$ cat src/sv/sirs_pkg.sv
// Shared types and constants for the sorted index range search block.
// No dependencies; used by sirs_bisect and sorted_index_range_search_top.
`default_nettype none

package sirs_pkg;

   // table geometry
   localparam int TABLE_DEPTH = 1024;
   localparam int IDX_W       = $clog2(TABLE_DEPTH);
   localparam int CNT_W       = IDX_W + 1;
   localparam int KEY_W       = 32;

   // request command codes
   localparam logic CMD_WRITE = 1'b0;
   localparam logic CMD_QUERY = 1'b1;

   // control from the sequencer to the bisection datapath
   typedef struct packed {
      logic init;      // load lo = 0, hi = n
      logic step;      // apply one halving with go_right
      logic go_right;  // 1: lo = mid + 1, 0: hi = mid
   } bisect_ctrl_type;

endpackage

`default_nettype wire

$ cat src/sv/sirs_bisect.sv
// Bisection datapath: the lo/hi window of one binary search and its midpoint.
// Depends on sirs_pkg for widths and the control struct.
`default_nettype none

module sirs_bisect (
   input  wire logic                          clock,
   input  wire logic                          reset,
   input  wire sirs_pkg::bisect_ctrl_type     ctrl,
   input  wire logic [sirs_pkg::CNT_W-1:0]    n,
   output logic      [sirs_pkg::IDX_W-1:0]    mid,
   output logic      [sirs_pkg::CNT_W-1:0]    lo,
   output logic                               active
);

   logic [sirs_pkg::CNT_W-1:0] lo_ff, lo_in;
   logic [sirs_pkg::CNT_W-1:0] hi_ff, hi_in;
   logic [sirs_pkg::CNT_W:0]   sum;

   // midpoint of the open window; always below hi, so it fits an index
   assign sum    = {1'b0, lo_ff} + {1'b0, hi_ff};
   assign mid    = sum[sirs_pkg::IDX_W:1];
   assign lo     = lo_ff;
   assign active = lo_ff < hi_ff;

   // window update
   always_comb begin
      lo_in = lo_ff;
      hi_in = hi_ff;
      if (ctrl.init) begin
         lo_in = '0;
         hi_in = n;
      end else if (ctrl.step) begin
         if (ctrl.go_right) begin
            lo_in = {1'b0, mid} + sirs_pkg::CNT_W'(1);
         end else begin
            hi_in = {1'b0, mid};
         end
      end
   end

   always_ff @(posedge clock) begin
      if (reset) begin
         lo_ff <= '0;
         hi_ff <= '0;
      end else begin
         lo_ff <= lo_in;
         hi_ff <= hi_in;
      end
   end

`ifndef NO_ASSERTIONS
   // a halving is only applied to a non-empty window
   a_step_open: assert property (@(posedge clock) disable iff (reset)
      ctrl.step |-> lo_ff < hi_ff)
      else $error("bisect step on empty window");

   // the window never inverts
   a_window_order: assert property (@(posedge clock) disable iff (reset)
      lo_ff <= hi_ff)
      else $error("bisect window inverted");

   // a step always shrinks the window
   a_shrink: assert property (@(posedge clock) disable iff (reset)
      ctrl.step && !ctrl.init |=> (hi_ff - lo_ff) < $past(hi_ff - lo_ff))
      else $error("bisect window did not shrink");
`endif

endmodule

`default_nettype wire
$ cat config.mk
export PLATFORM = sky130hd
export DESIGN_NAME = sirs_bisect
export DESIGN_NICKNAME = d
export VERILOG_FILES = /design/src/sv/sirs_pkg.sv /design/src/sv/sirs_bisect.sv
export SDC_FILE = /design/constraint.sdc
export NUM_CORES = 1
export LEC_CHECK = 0
export BUFFER_PORTS_ARGS = -buffer_cell sky130_fd_sc_hd__buf_2
export CAP_MARGIN = 20
export CORE_ASPECT_RATIO = 0.9
export CORE_MARGIN = 2
export CORE_UTILIZATION = 50
export DETAILED_ROUTE_END_ITERATION = 12
export PLACE_DENSITY = 0.84
export SYNTH_ARGS = -nofsm -noshare
export SYNTH_HDL_FRONTEND = slang
export SYNTH_SLANG_ARGS = --single-unit
$ cat constraint.sdc
create_clock -name clock -period 5.25 [get_ports clock]
set_clock_uncertainty 0.2 [all_clocks]
set_input_delay 1.05 -clock clock [delete_from_list [all_inputs] [get_ports clock]]
set_output_delay 1.05 -clock clock [all_outputs]
set_load 0.01 [all_outputs]
Word-level counts from Yosys, hierarchy flattened. Cells that the tools add are included.

Output and inout bits: 22. Memories kept: 0. Register bits: 22. Bits in read-only memories: 0. Bits in writable memories: 0. Logic and storage cells: 13. Bits in latches: 0.

Equality and inequality tests: 1. Div/mod/pow operators: 0. $lt $le $gt $ge: 1. Mux-type cells: 3. Bitwise gates (word level): 0. $mul: 0. Shifts and indexed selects: 0. Reduce and logical (&&, ||, !) cells: 4. Add/sub/neg operators: 2.

Operators with widths (count): $mux W11 (3); $add A10 B1 Y11 const B (1); $add A11 B11 Y11 (1); $lt A11 B11 Y1 (1); $reduce_and A2 Y1 (2); $ne A2 B1 Y1 const B (1); $reduce_bool A2 Y1 (1); $reduce_or A2 Y1 (1).

Logic depth before layout (Yosys ltp). Gate-level depths: netlist (run 1).

Depth in word-level cells: 4. Gate-level depth with buffers: 10. Depth with buffers taken out: 10.

Worst setup path before layout (run 1). OpenSTA, ideal clock, no wires.

Path kind: register to output. Start point: register lo_ff (netlist bit lo[4]). End point: output port mid[9] (netlist name). Stages on the path, launching flop included: 7. Data arrival time: 1.992 ns. Setup slack: 2.008 ns. Path buffers: 0. Cells stage by stage: dfxtp_1 ha_1 nor3_2 o21ai_0 a31o_4 a211oi_1 inv_1.

Longest elaborated chain between the ends: 1.

Ends and longest elaborated chain: start: declaration (RTL line sirs_bisect.sv:15) `logic [sirs_pkg::CNT_W-1:0] lo_ff, lo_in;`; start signal: assignment (RTL line sirs_bisect.sv:46) `lo_ff <= lo_in;`; $add A11 B11 Y11 (RTL line sirs_bisect.sv:20) `assign sum = {1'b0, lo_ff} + {1'b0, hi_ff};`; end: declaration (RTL line sirs_bisect.sv:10) `output logic [sirs_pkg::IDX_W-1:0] mid,`.

No other way between the ends.

Final worst setup path (run 1).
Start point: register hi_ff[4] (netlist name). End point: output port mid[9] (netlist name).

Longest elaborated chain between the ends: 1.

Ends and longest elaborated chain: start: declaration (RTL line sirs_bisect.sv:16) `logic [sirs_pkg::CNT_W-1:0] hi_ff, hi_in;`; start signal: assignment (RTL line sirs_bisect.sv:47) `hi_ff <= hi_in;`; $add A11 B11 Y11 (RTL line sirs_bisect.sv:20).

No other way between the ends.

==> results of run 1 <==
==> synth_stat cells, types with 2 or more instances <==
library cell   n  area (um2)
nand2b_1       4       25.02
nor2b_1        3       18.77
xor2_1         2       17.52
nand3b_1       2       15.01
nand2_1       18       67.56
nor3_4         2       32.53
or3_1          2       12.51
nor2_1        30       112.6
o31ai_1        2       15.01
a211oi_1       7       52.55
inv_1         19       71.32
o21ai_0        5       25.02
nand3_1        6       30.03
and2_1         2       12.51
o31a_1         2       17.52
dfxtp_1       22       440.4
ha_1          20       250.2
nor3_2         2       20.02
a21o_1         2       15.01
o22ai_1        3       18.77
mux2i_1        2       20.02
a21oi_1       27       135.1
or2_2          2       12.51
nand4_1        2       12.51
nor4b_1        2       17.52
xnor2_1        5       43.79
clkbuf_1       6       22.52
==> registers in the layout, indices dropped and copies added, names as in the netlist <==
signal / flops
hi_ff: 11
lo: 11
==> how the worst max path moves through the flow <==
stage                        end  depth (start not counted)                  start  slack [ns]
final                     mid[9]                          8  hi_ff[4]$_SDFFE_PP0P_        1.37
after global routing      mid[9]                          8  hi_ff[5]$_SDFFE_PP0P_        1.14
after CTS                 mid[9]                          8  hi_ff[4]$_SDFFE_PP0P_        1.39
after detailed placement  mid[9]                          8  hi_ff[4]$_SDFFE_PP0P_        1.71
after global placement    mid[9]                          8  hi_ff[4]$_SDFFE_PP0P_        1.78
after floorplan           mid[9]                          6     lo[4]$_SDFFE_PP0P_        2.01
==> kinds of logic (layout without fill, tap and decap cells) <==
logic type / after synthesis / count (layout) / share of synthesized area [%]
adder cells (fa/ha/maj): 21 / 21 / 14.07
XOR/XNOR: 9 / 9 / 5.473
AO/OA/AOI/OAI: 64 / 64 / 24.17
buffers and inverters: 29 / 62 / 6.123
multiplexers: 2 / 2 / 1.042
AND/OR/NAND/NOR: 86 / 86 / 26.19
flip-flops: 22 / 22 / 22.93
==> tightest hold or removal path, cell delays in order (launching register included) <==
cell and delay, ns:
dfxtp_1 0.34, nand2_1 0.07, a21oi_1 0.06
==> power by group <==
part	switching [mW]	internal, mW
Combinational	0.0697	0.0467
Sequential	0.00643	0.174
Clock	0.0606	0.102
Total	0.137	0.322
==> layout make-up <==
type                       instances  share of cell area, %
clock buffer                       3                  1.877
timing repair buffer              38                  8.760
tap                               46                  2.617
clock inverter                     1                  1.365
multi-input combinational        182                  61.95
inverter                          20                  3.413
sequential                        22                  20.02
==> metal layers <==
metal / global-route usage (%) / share of wire [%] / wire [um] / vias up
met5: 0 / 0 / 0 / -
met4: 8.333 / 1.1 / 51 / 0
met3: 2.258 / 4.2 / 194 / 5
met2: 31.73 / 45 / 2099 / 50
met1: 32.67 / 50 / 2319 / 837
li1: - / - / - / 893
==> stage by stage <==
stage	utilization [%]	instances	worst slack [ns]	hold WS, ns
after floorplan	-	233	2.008	0.2922
final	59.37	312	1.371	0.3062
after global placement	57.45	308	1.776	0.2674
after global routing	59.37	312	1.137	0.3266
after CTS	59.37	312	1.391	0.2975
after detailed placement	57.45	308	1.706	0.2835
==> out/summary.log, run 1 <==
qor: route.routed_via_density 5.721
qor: timing.finalSetupViolCount 0
qor: pwr.powerDensity 208.7 nW/um2
qor: setup_path.critical_path_buf_inv_count 3
qor: setup_path.cpLargestDelayFamily compound AO/OA/AOI/OAI gates
qor: setup_path.critical-path-top-cell-by-count inv_1
qor: timing.relSlewSlack 52.36%
qor: timing.finalCritPeriodShare 73.88%
qor: placement.place_area 2128 um2
qor: global_route.grt_max_degree 23
qor: setup_path.worst_r2r_path_depth 9
qor: floorplan.die-height 62.80 um
qor: synth.ys_types 59
qor: setup_path.critPathArrivalTime 2.63 ns
qor: final_layout.sequential_cell_area 440.4 um2
qor: clocking.buffers_from_clock_root_to_sink_at_most 2
qor: synth.syn_nets 270
qor: clocking.clock_tree.htree_level_count 1
qor: final_layout.final_layout_size_suffix_gt1_share 23.68%
qor: clocking.ctsHoldBuffers 0
qor: clocking.tritoncts built
qor: final_layout.layout.cell_area.non_filler 2200 um2
qor: floorplan.rows 21
qor: job.cap_violations 0
qor: clocking.post_cts_repair_timing_setup_buffer_count 0
qor: pwr.p_leak 1.010 nW
qor: clocking.cts.root.buffer_cell clkbuf_8
qor: timing.rsz0062_at_grt false
qor: global_route.grt_pass1_wl 7.790 mm
qor: clocking.postCtsResizedCells 0
qor: floorplan.start_util 51.84%
qor: floorplan.die_width 69.33 um
qor: final_layout.layout.cells.most_common buf_2
qor: floorplan.design.die.area 4354 um2
qor: route.routedWlPerCell 14.95 um
qor: synth.synthesis.yosys.warnings 0
qor: setup_path.path_class register to primary output
qor: clocking.worstSkewPairLatency 0.27 ns
qor: pwr.power 0.4591 mW
qor: synth.synth-async-reset-ratio 0%
qor: setup_path.critical_path_peak_fanout 6
qor: final_layout.n_antenna_cell 0
qor: clocking.cts_inserted_buffers 3
qor: global_route.overflow 0
qor: setup_path.worst_r2r_startpoint hi_ff[0]$_SDFFE_PP0P_
qor: clocking.cts_sinks 22
qor: placement.detailed_place_hpwl 3.513 mm
qor: setup_path.critical_path.endpoint_type primary output
qor: floorplan.num_io_pins 38
qor: min_path.min_path_cells 2
qor: global_route.grt_pass1_vias 1647
qor: final_layout.mostFrequentLayoutCells buf_2 (37), nor2_1 (30), a21oi_1 (27)
qor: placement.gp_weighted_congestion 0.9370
qor: route.first_iter_violations 93
qor: synth.edff_count_synth 0
qor: setup_path.worstReg2RegEnd lo[9]$_SDFFE_PP0P_
qor: final_layout.multiInputGateArea 1363 um2
qor: timing.hold_violations 0
qor: final_layout.layout.filler_cells 307
qor: setup_path.cp_slowest_stage_delay 0.42 ns
qor: synth.post_synth.cell_area_avg 8.243 um2
qor: floorplan.fp.coreArea 3705 um2
qor: route.detailroute.via_count 1785
qor: min_path.hold_path.startpoint lo[10]$_SDFFE_PP0P_
qor: setup_path.reg2reg_slack 2.24 ns
qor: setup_path.worst_ep_required_time 4.00 ns
qor: timing.final.min_clock_period 3.879 ns
qor: setup_path.start_kind register
qor: setup_path.critPathSlowestCell a211oi_1
qor: status.outcome finished, final reports clean
qor: min_path.hold-path-endpoint lo[10]$_SDFFE_PP0P_
qor: global_route.antenna_violations_before_repair 0
qor: timing.worst-slew-pin-transition 0.7132 ns
qor: pwr.vdd.ir_drop.worst 0.1823 mV
qor: timing.count_of_pins_over_their_slew_limit 0
qor: timing.maxClockFrequency 0.2578 GHz
qor: global_route.grtUsageTotal 21.72%
qor: route.antenna_violating_nets_post_route 0
qor: timing.tns 0 ns
qor: synth.synth-seq-cells 22
qor: setup_path.timing.critical_path.cells inv_1 > ha_1 > nor3_2 > o21ai_0 > a31o_4 > a211oi_1 > inv_1 > buf_2
qor: clocking.worst_setup_hold_path_clk_slew 0.09 ns
qor: final_layout.layout_net_count 304
qor: route.first_pass_iters 4
qor: route.route.detailed.drc 0
qor: synth.syn_inst 233
qor: route.detail_route.wirelength 4.665 mm
qor: min_path.hp-class register to register
qor: placement.numPortBuffers 37
qor: synth.dominantRegCellSynth dfxtp_1
qor: synth.synth_sequential_area_ratio 22.93%
qor: synth.netlist_area 1921 um2
qor: final_layout.flow.area_growth_from_synthesis 14.53%
Note: power is estimated with default switching activity, not from simulation.
==> run 2, diff against run 1 <==
--- a/config.mk
+++ b/config.mk
@@ -11,7 +11,7 @@
 export CORE_MARGIN = 2
 export CORE_UTILIZATION = 50
 export DETAILED_ROUTE_END_ITERATION = 12
-export PLACE_DENSITY = 0.84
+export PLACE_DENSITY = 0.87
 export SYNTH_ARGS = -nofsm -noshare
 export SYNTH_HDL_FRONTEND = slang
 export SYNTH_SLANG_ARGS = --single-unit
==> constraint.sdc (replaced) <==
create_clock -name clock -period 3.5 [get_ports clock]
set_clock_uncertainty 0.2 [all_clocks]
set_input_delay 0.7 -clock clock [delete_from_list [all_inputs] [get_ports clock]]
set_output_delay 0.7 -clock clock [all_outputs]
set_load 0.01 [all_outputs]
==> run 2 against run 1 <==
Via count up 2.0%. Setup slack worse by 1.2 ns. Sequential power up 51%. Critical path depth unchanged. Design area up 1.2%. Hold slack worse by 0.022 ns. Wire length up 4.4%. Total power up 51%. Critical path type unchanged. Largest cell class unchanged. Largest power group unchanged.
==> out/summary.log, run 2 (synthesized netlist as in run 1, its figures left out) <==
qor: global_route.grt_max_degree 23 [unchanged]
qor: job.cap_violations 0 [unchanged]
qor: final_layout.final_layout_size_suffix_gt1_share 24.63% [was 23.68%]
qor: global_route.overflow 0 [unchanged]
qor: timing.tns 0 ns [unchanged]
qor: route.dr.max_layer_used met4 [unchanged]
qor: clocking.clock_tree.htree_level_count 1 [unchanged]
qor: setup_path.cp_slowest_stage_delay 0.40 ns [was 0.42 ns]
qor: clocking.cts.root.buffer_cell clkbuf_8 [unchanged]
qor: floorplan.design.die.area 4354 um2 [unchanged]
qor: floorplan.fp.coreArea 3705 um2 [unchanged]
qor: timing.count_of_pins_over_their_slew_limit 0 [unchanged]
qor: setup_path.timing.critical_path.cells inv_1 > ha_1 > and4bb_4 > o31ai_4 > a21oi_2 > nor3_2 > a311oi_4 > buf_2 [was inv_1 > ha_1 > nor3_2 > o21ai_0 > a31o_4 > a211oi_1 > inv_1 > buf_2]
qor: final_layout.final_cell_count_no_fill 314 [was 312]
qor: clocking.cts_sinks 22 [unchanged]
qor: clocking.worstSkewPairLatency 0.28 ns [was 0.27 ns]
qor: route.first_pass_iters 4 [unchanged]
qor: clocking.post_cts_repair_timing_setup_buffer_count 0 [unchanged]
qor: setup_path.critical_path_peak_fanout 6 [unchanged]
qor: global_route.grt_pass1_wl 8.273 mm [was 7.790 mm]
qor: setup_path.critPathArrivalTime 2.47 ns [was 2.63 ns]
qor: setup_path.cpLargestDelayFamily compound AO/OA/AOI/OAI gates [unchanged]
qor: timing.final.hold.worst_slack 0.2846 ns [was 0.3062 ns]
qor: placement.placement.setup.worst_slack 0.2774 ns [was 1.706 ns]
qor: route.antenna_violating_nets_post_route 0 [unchanged]
qor: timing.hold_violations 0 [unchanged]
qor: clocking.ctsHoldBuffers 0 [unchanged]
qor: final_layout.layout.cell_area.non_filler 2226 um2 [was 2200 um2]
qor: route.first_iter_violations 104 [was 93]
qor: placement.detailed_place_hpwl 3.592 mm [was 3.513 mm]
qor: setup_path.critPathSlowestCell and4bb_4 [was a211oi_1]
qor: route.wl_met2 2.325 mm [was 2.099 mm]
qor: clocking.tritoncts built [unchanged]
qor: placement.gp_weighted_congestion 0.9226 [was 0.9370]
qor: route.routed_via_density 5.796 [was 5.721]
qor: final_layout.n_antenna_cell 0 [unchanged]
qor: min_path.hp-class register to register [unchanged]
qor: timing.relSlewSlack 68.70% [was 52.36%]
qor: global_route.grt_pass1_vias 1736 [was 1647]
qor: setup_path.path_class register to primary output [unchanged]
qor: setup_path.critical_path.endpoint_type primary output [unchanged]
qor: timing.final.min_clock_period 3.366 ns
qor: global_route.antenna_violations_before_repair 0 [unchanged]
qor: final_layout.mostFrequentLayoutCells buf_2 (37), nor2_1 (30), a21oi_1 (27) [unchanged]
qor: timing.worst-slew-pin-transition 0.4636 ns [was 0.7132 ns]
qor: timing.finalCritPeriodShare 96.16%
qor: floorplan.num_io_pins 38 [unchanged]
qor: final_layout.layout_net_count 306 [was 304]
qor: pwr.vdd.ir_drop.worst 0.2484 mV [was 0.1823 mV]
qor: timing.rsz0062_at_grt false [unchanged]
qor: timing.finalWorstSetupSlack 0.1344 ns [was 1.371 ns]
qor: route.routedWlPerCell 15.52 um [was 14.95 um]
qor: final_layout.layout.filler_cells 311 [was 307]
qor: pwr.p_leak 1.034 nW [was 1.010 nW]
qor: floorplan.die-height 62.80 um [unchanged]
qor: route.met1_length 2.228 mm [was 2.319 mm]
qor: floorplan.rows 21 [unchanged]
qor: route.detailroute.via_count 1820 [was 1785]
qor: final_layout.flow.area_growth_from_synthesis 15.90% [was 14.53%]
qor: final_layout.final_util 60.08% [was 59.37%]
qor: status.outcome finished, final reports clean [unchanged]
qor: final_layout.layout.cells.most_common buf_2 [unchanged]
qor: placement.place_area 2143 um2 [was 2128 um2]
qor: clocking.cts_inserted_buffers 3 [unchanged]
qor: route.route.detailed.drc 0 [unchanged]
qor: floorplan.die_width 69.33 um [unchanged]
qor: clocking.buffers_from_clock_root_to_sink_at_most 2 [unchanged]
qor: setup_path.critical_path_buf_inv_count 2 [was 3]
qor: route.detail_route.wirelength 4.872 mm [was 4.665 mm]
qor: placement.numPortBuffers 37 [unchanged]
qor: route.met3_length 246 um [was 194 um]
qor: placement.dpl.cell_count 310 [was 308]
qor: setup_path.start_kind register [unchanged]
qor: timing.maxClockFrequency 0.2971 GHz
qor: setup_path.worst_ep_required_time 2.60 ns [was 4.00 ns]
qor: pwr.powerDensity 311.5 nW/um2 [was 208.7 nW/um2]
qor: timing.finalSetupViolCount 0 [unchanged]
qor: pwr.power 0.6934 mW [was 0.4591 mW]
qor: global_route.grtUsageTotal 23.58% [was 21.72%]
qor: floorplan.start_util 51.84% [unchanged]
qor: clocking.worst_setup_hold_path_clk_slew 0.08 ns [was 0.09 ns]
-- run 2: worst paths after layout --
path	from	endpoint	slack, ns	depth (start not counted)
hold reg to reg	lo[10]$_SDFFE_PP0P_	lo[10]$_SDFFE_PP0P_	0.28	2
setup reg to reg	hi_ff[0]$_SDFFE_PP0P_	lo[9]$_SDFFE_PP0P_	0.71	10
setup / recovery	hi_ff[2]$_SDFFE_PP0P_	mid[8]	0.13	8
hold / removal	lo[10]$_SDFFE_PP0P_	lo[10]$_SDFFE_PP0P_	0.28	2
-- run 2: area by class of cell --
class                      count  area (um2)  share of cell area (%)
multi-input combinational    182        1374                   61.72
sequential                    22       440.4                   19.79
timing repair buffer          40       207.7                   9.331
inverter                      20       75.07                   3.373
tap                           46       57.56                   2.586
clock buffer                   3       41.29                   1.855
clock inverter                 1       30.03                   1.349
-- run 2: routing by layer --
metal / vias up / track usage [%]
li1: 894 / -
met1: 863 / 31.68
met2: 58 / 38.46
met3: 5 / 2.581
met4: 0 / 9.804
met5: - / 0
-- run 2: worst register-to-register path, cell delays in order, from the launching register on --
cell       delay [ns]
dfxtp_1          0.36
and2_1           0.19
fa_1             0.41
nor2b_1          0.16
o31a_1           0.25
xnor2_1          0.16
buf_4            0.18
nand4bb_1        0.22
nor4_2           0.30
a211o_1          0.18
nand3_1          0.06
-- run 2: report_power, final --
group	total, mW	internal, mW	switching, mW	leakage, nW
sequential	0.271	0.260	0.0104	0.180
combinational	0.179	0.0728	0.107	0.819
clock	0.243	0.153	0.0900	0.0357
-- run 2: what timing repair did --
action	4_1_cts	5_1_grt
setup endpoints to repair	1	2
gates resized for setup	1	2
pin swaps	0	1
==> run 3, diff against run 2 <==
--- a/config.mk
+++ b/config.mk
@@ -12,6 +12,7 @@
 export CORE_UTILIZATION = 50
 export DETAILED_ROUTE_END_ITERATION = 12
 export PLACE_DENSITY = 0.87
+export RECOVER_POWER = 50
 export SYNTH_ARGS = -nofsm -noshare
 export SYNTH_HDL_FRONTEND = slang
 export SYNTH_SLANG_ARGS = --single-unit
==> run 3 against run 2 <==
Non-clock buffer count is the same. Wire length grew 0.45%. Flip-flop and latch count is the same. Sequential power is essentially flat. Fmax shrank 0.15%. Sequential share of layout area grew 0.28 points. Utilization shrank 0.84 points. Register-to-register slack lost 0.16 ns. Total power is essentially flat. Critical path type unchanged. Critical endpoint unchanged. Largest cell class unchanged.
==> out/summary.log, run 3 (synthesized netlist as in run 1, its figures left out) <==
qor: status.outcome finished, final reports clean [unchanged]
qor: setup_path.start_kind register [unchanged]
qor: final_layout.layout.filler_cells 318 [was 311]
qor: timing.relSlewSlack 41.24% [was 68.70%]
qor: route.detailroute.via_count 1838 [was 1820]
qor: final_layout.layout.cells.most_common nor2_1 [was buf_2]
qor: route.first_pass_iters 4 [unchanged]
qor: timing.finalWorstSetupSlack 0.1293 ns [was 0.1344 ns]
qor: job.cap_violations 0 [unchanged]
qor: clocking.worst_setup_hold_path_clk_slew 0.08 ns [about the same]
qor: final_layout.flow.area_growth_from_synthesis 14.27% [was 15.90%]
qor: floorplan.num_io_pins 38 [unchanged]
qor: route.antenna_violating_nets_post_route 0 [unchanged]
qor: global_route.grt_max_degree 23 [unchanged]
qor: setup_path.worst_ep_required_time 2.60 ns [about the same]
qor: setup_path.critPathSlowestCell and4bb_4 [unchanged]
qor: setup_path.cp_slowest_stage_delay 0.40 ns [about the same]
qor: placement.placement.setup.worst_slack 0.2774 ns [unchanged]
qor: timing.worst-slew-pin-transition 0.8814 ns [was 0.4636 ns]
qor: final_layout.layout_net_count 306 [unchanged]
qor: setup_path.critPathArrivalTime 2.47 ns [about the same]
qor: floorplan.design.die.area 4354 um2 [unchanged]
qor: clocking.clock_tree.htree_level_count 1 [unchanged]
qor: floorplan.fp.coreArea 3705 um2 [unchanged]
qor: global_route.overflow 0 [unchanged]
qor: clocking.cts_inserted_buffers 3 [unchanged]
qor: timing.tns 0 ns [unchanged]
qor: clocking.tritoncts built [unchanged]
qor: global_route.antenna_violations_before_repair 0 [unchanged]
qor: timing.final.min_clock_period 3.371 ns [was 3.366 ns]
qor: pwr.powerDensity 316.1 nW/um2 [was 311.5 nW/um2]
qor: placement.detailed_place_hpwl 3.592 mm [unchanged]
qor: global_route.grt_pass1_vias 1736 [unchanged]
qor: floorplan.die_width 69.33 um [unchanged]
qor: floorplan.die-height 62.80 um [unchanged]
qor: setup_path.path_class register to primary output [unchanged]
qor: route.routed_via_density 5.854 [was 5.796]
qor: clocking.worstSkewPairLatency 0.28 ns [about the same]
qor: min_path.hp-class register to register [unchanged]
qor: pwr.p_leak 0.9658 nW [was 1.034 nW]
qor: global_route.grtUsageTotal 23.58% [unchanged]
qor: final_layout.mostFrequentLayoutCells nor2_1 (30), a21oi_1 (27), buf_2 (24) [was buf_2 (37), nor2_1 (30), a21oi_1 (27)]
qor: final_layout.final_layout_size_suffix_gt1_share 18.66% [was 24.63%]
qor: timing.count_of_pins_over_their_slew_limit 0 [unchanged]
qor: route.detail_route.wirelength 4.894 mm [was 4.872 mm]
qor: setup_path.critical_path.endpoint_type primary output [unchanged]
qor: route.first_iter_violations 140 [was 104]
qor: clocking.post_cts_repair_timing_setup_buffer_count 0 [unchanged]
qor: setup_path.timing.critical_path.cells inv_1 > ha_1 > and4bb_4 > o31ai_4 > a21oi_2 > nor3_2 > a311oi_4 > buf_2 [unchanged]
qor: pwr.vdd.ir_drop.worst 0.2491 mV [was 0.2484 mV]
qor: timing.maxClockFrequency 0.2967 GHz [was 0.2971 GHz]
qor: timing.finalCritPeriodShare 96.31% [was 96.16%]
qor: timing.final.hold.worst_slack 0.2860 ns [was 0.2846 ns]
qor: placement.gp_weighted_congestion 0.9226 [unchanged]
qor: timing.rsz0062_at_grt false [unchanged]
qor: clocking.buffers_from_clock_root_to_sink_at_most 2 [unchanged]
qor: floorplan.rows 21 [unchanged]
qor: placement.numPortBuffers 37 [unchanged]
qor: route.routedWlPerCell 15.59 um [was 15.52 um]
qor: clocking.cts.root.buffer_cell clkbuf_8 [unchanged]
qor: route.route.detailed.drc 0 [unchanged]
qor: timing.hold_violations 0 [unchanged]
qor: setup_path.critical_path_peak_fanout 6 [unchanged]
qor: timing.finalSetupViolCount 0 [unchanged]
qor: floorplan.start_util 51.84% [unchanged]
qor: global_route.grt_pass1_wl 8.273 mm [unchanged]
qor: final_layout.n_antenna_cell 0 [unchanged]
qor: placement.place_area 2143 um2 [unchanged]
qor: clocking.cts_sinks 22 [unchanged]
qor: final_layout.layout.cell_area.non_filler 2195 um2 [was 2226 um2]
[run 3: cell count changes in the layout (fill, tap and decap cells not counted), sizes merged]
cell | before | now
clkbuf | 3 | 18
buf | 40 | 25
[run 3: area by class of cell]
cell class / count / area, um2 / share of cell area [%]
clock buffer: 3 / 41.29 / 1.881
inverter: 20 / 75.07 / 3.421
clock inverter: 1 / 30.03 / 1.368
tap: 46 / 57.56 / 2.623
timing repair buffer: 40 / 183.9 / 8.381
sequential: 22 / 440.4 / 20.07
multi-input combinational: 182 / 1366 / 62.26
[run 3: path summary, 6_finish.rpt]
path | start | depth (start not counted) | slack (ns) | to
worst min register to register | lo[10]$_SDFFE_PP0P_ | 2 | 0.29 | lo[10]$_SDFFE_PP0P_
worst max register to register | hi_ff[0]$_SDFFE_PP0P_ | 10 | 0.55 | lo[9]$_SDFFE_PP0P_
worst min-delay path | lo[10]$_SDFFE_PP0P_ | 2 | 0.29 | lo[10]$_SDFFE_PP0P_
worst max-delay path | hi_ff[2]$_SDFFE_PP0P_ | 8 | 0.13 | mid[8]
[run 3: report_power, final]
| part | switching [mW] | internal, mW | leakage, nW |
|---|---|---|---|
| Combinational | 0.107 | 0.0701 | 0.750 |
| Clock | 0.0929 | 0.153 | 0.0357 |
| Sequential | 0.0105 | 0.260 | 0.180 |
| Total | 0.210 | 0.484 | 0.966 |
[run 3: per-stage QoR]
stage          std cells  util, %  power (mW)
6_report             314    59.24      0.6937
3_5_place_dp         310    57.85      0.4490
3_3_place_gp         310    57.85      0.4439
5_1_grt              314    59.24      0.7238
2_1_floorplan        233        -      0.3987
4_1_cts              314    59.91      0.6920
[run 3: critical path: cells and delay by family, from the launching register on]
| family | cells | cell delay, ns |
|---|---|---|
| AO/OA/AOI/OAI | 3 | 0.71 |
| AND/OR/NAND/NOR | 2 | 0.49 |
| flip-flops | 1 | 0.38 |
| adder cells (fa/ha/maj) | 1 | 0.35 |
| buffers and inverters | 2 | 0.27 |
[run 3: metal layers]
layer | part of all wire [%] | wire [um] | global-route usage [%] | up-vias
met5 | 0 | 0 | 0 | -
met4 | 1.6 | 80 | 9.804 | 0
met3 | 4.0 | 194 | 2.581 | 7
met2 | 48 | 2337 | 38.46 | 56
met1 | 47 | 2282 | 31.68 | 877
li1 | - | - | - | 898
[run 3: timing repair]
item | 4_1_cts | 5_1_grt
pin swaps | 0 | 1
endpoints found under the setup margin | 1 | 2
gates cloned | 0 | 0
resized for setup | 1 | 2
hold buffers | 0 | 0
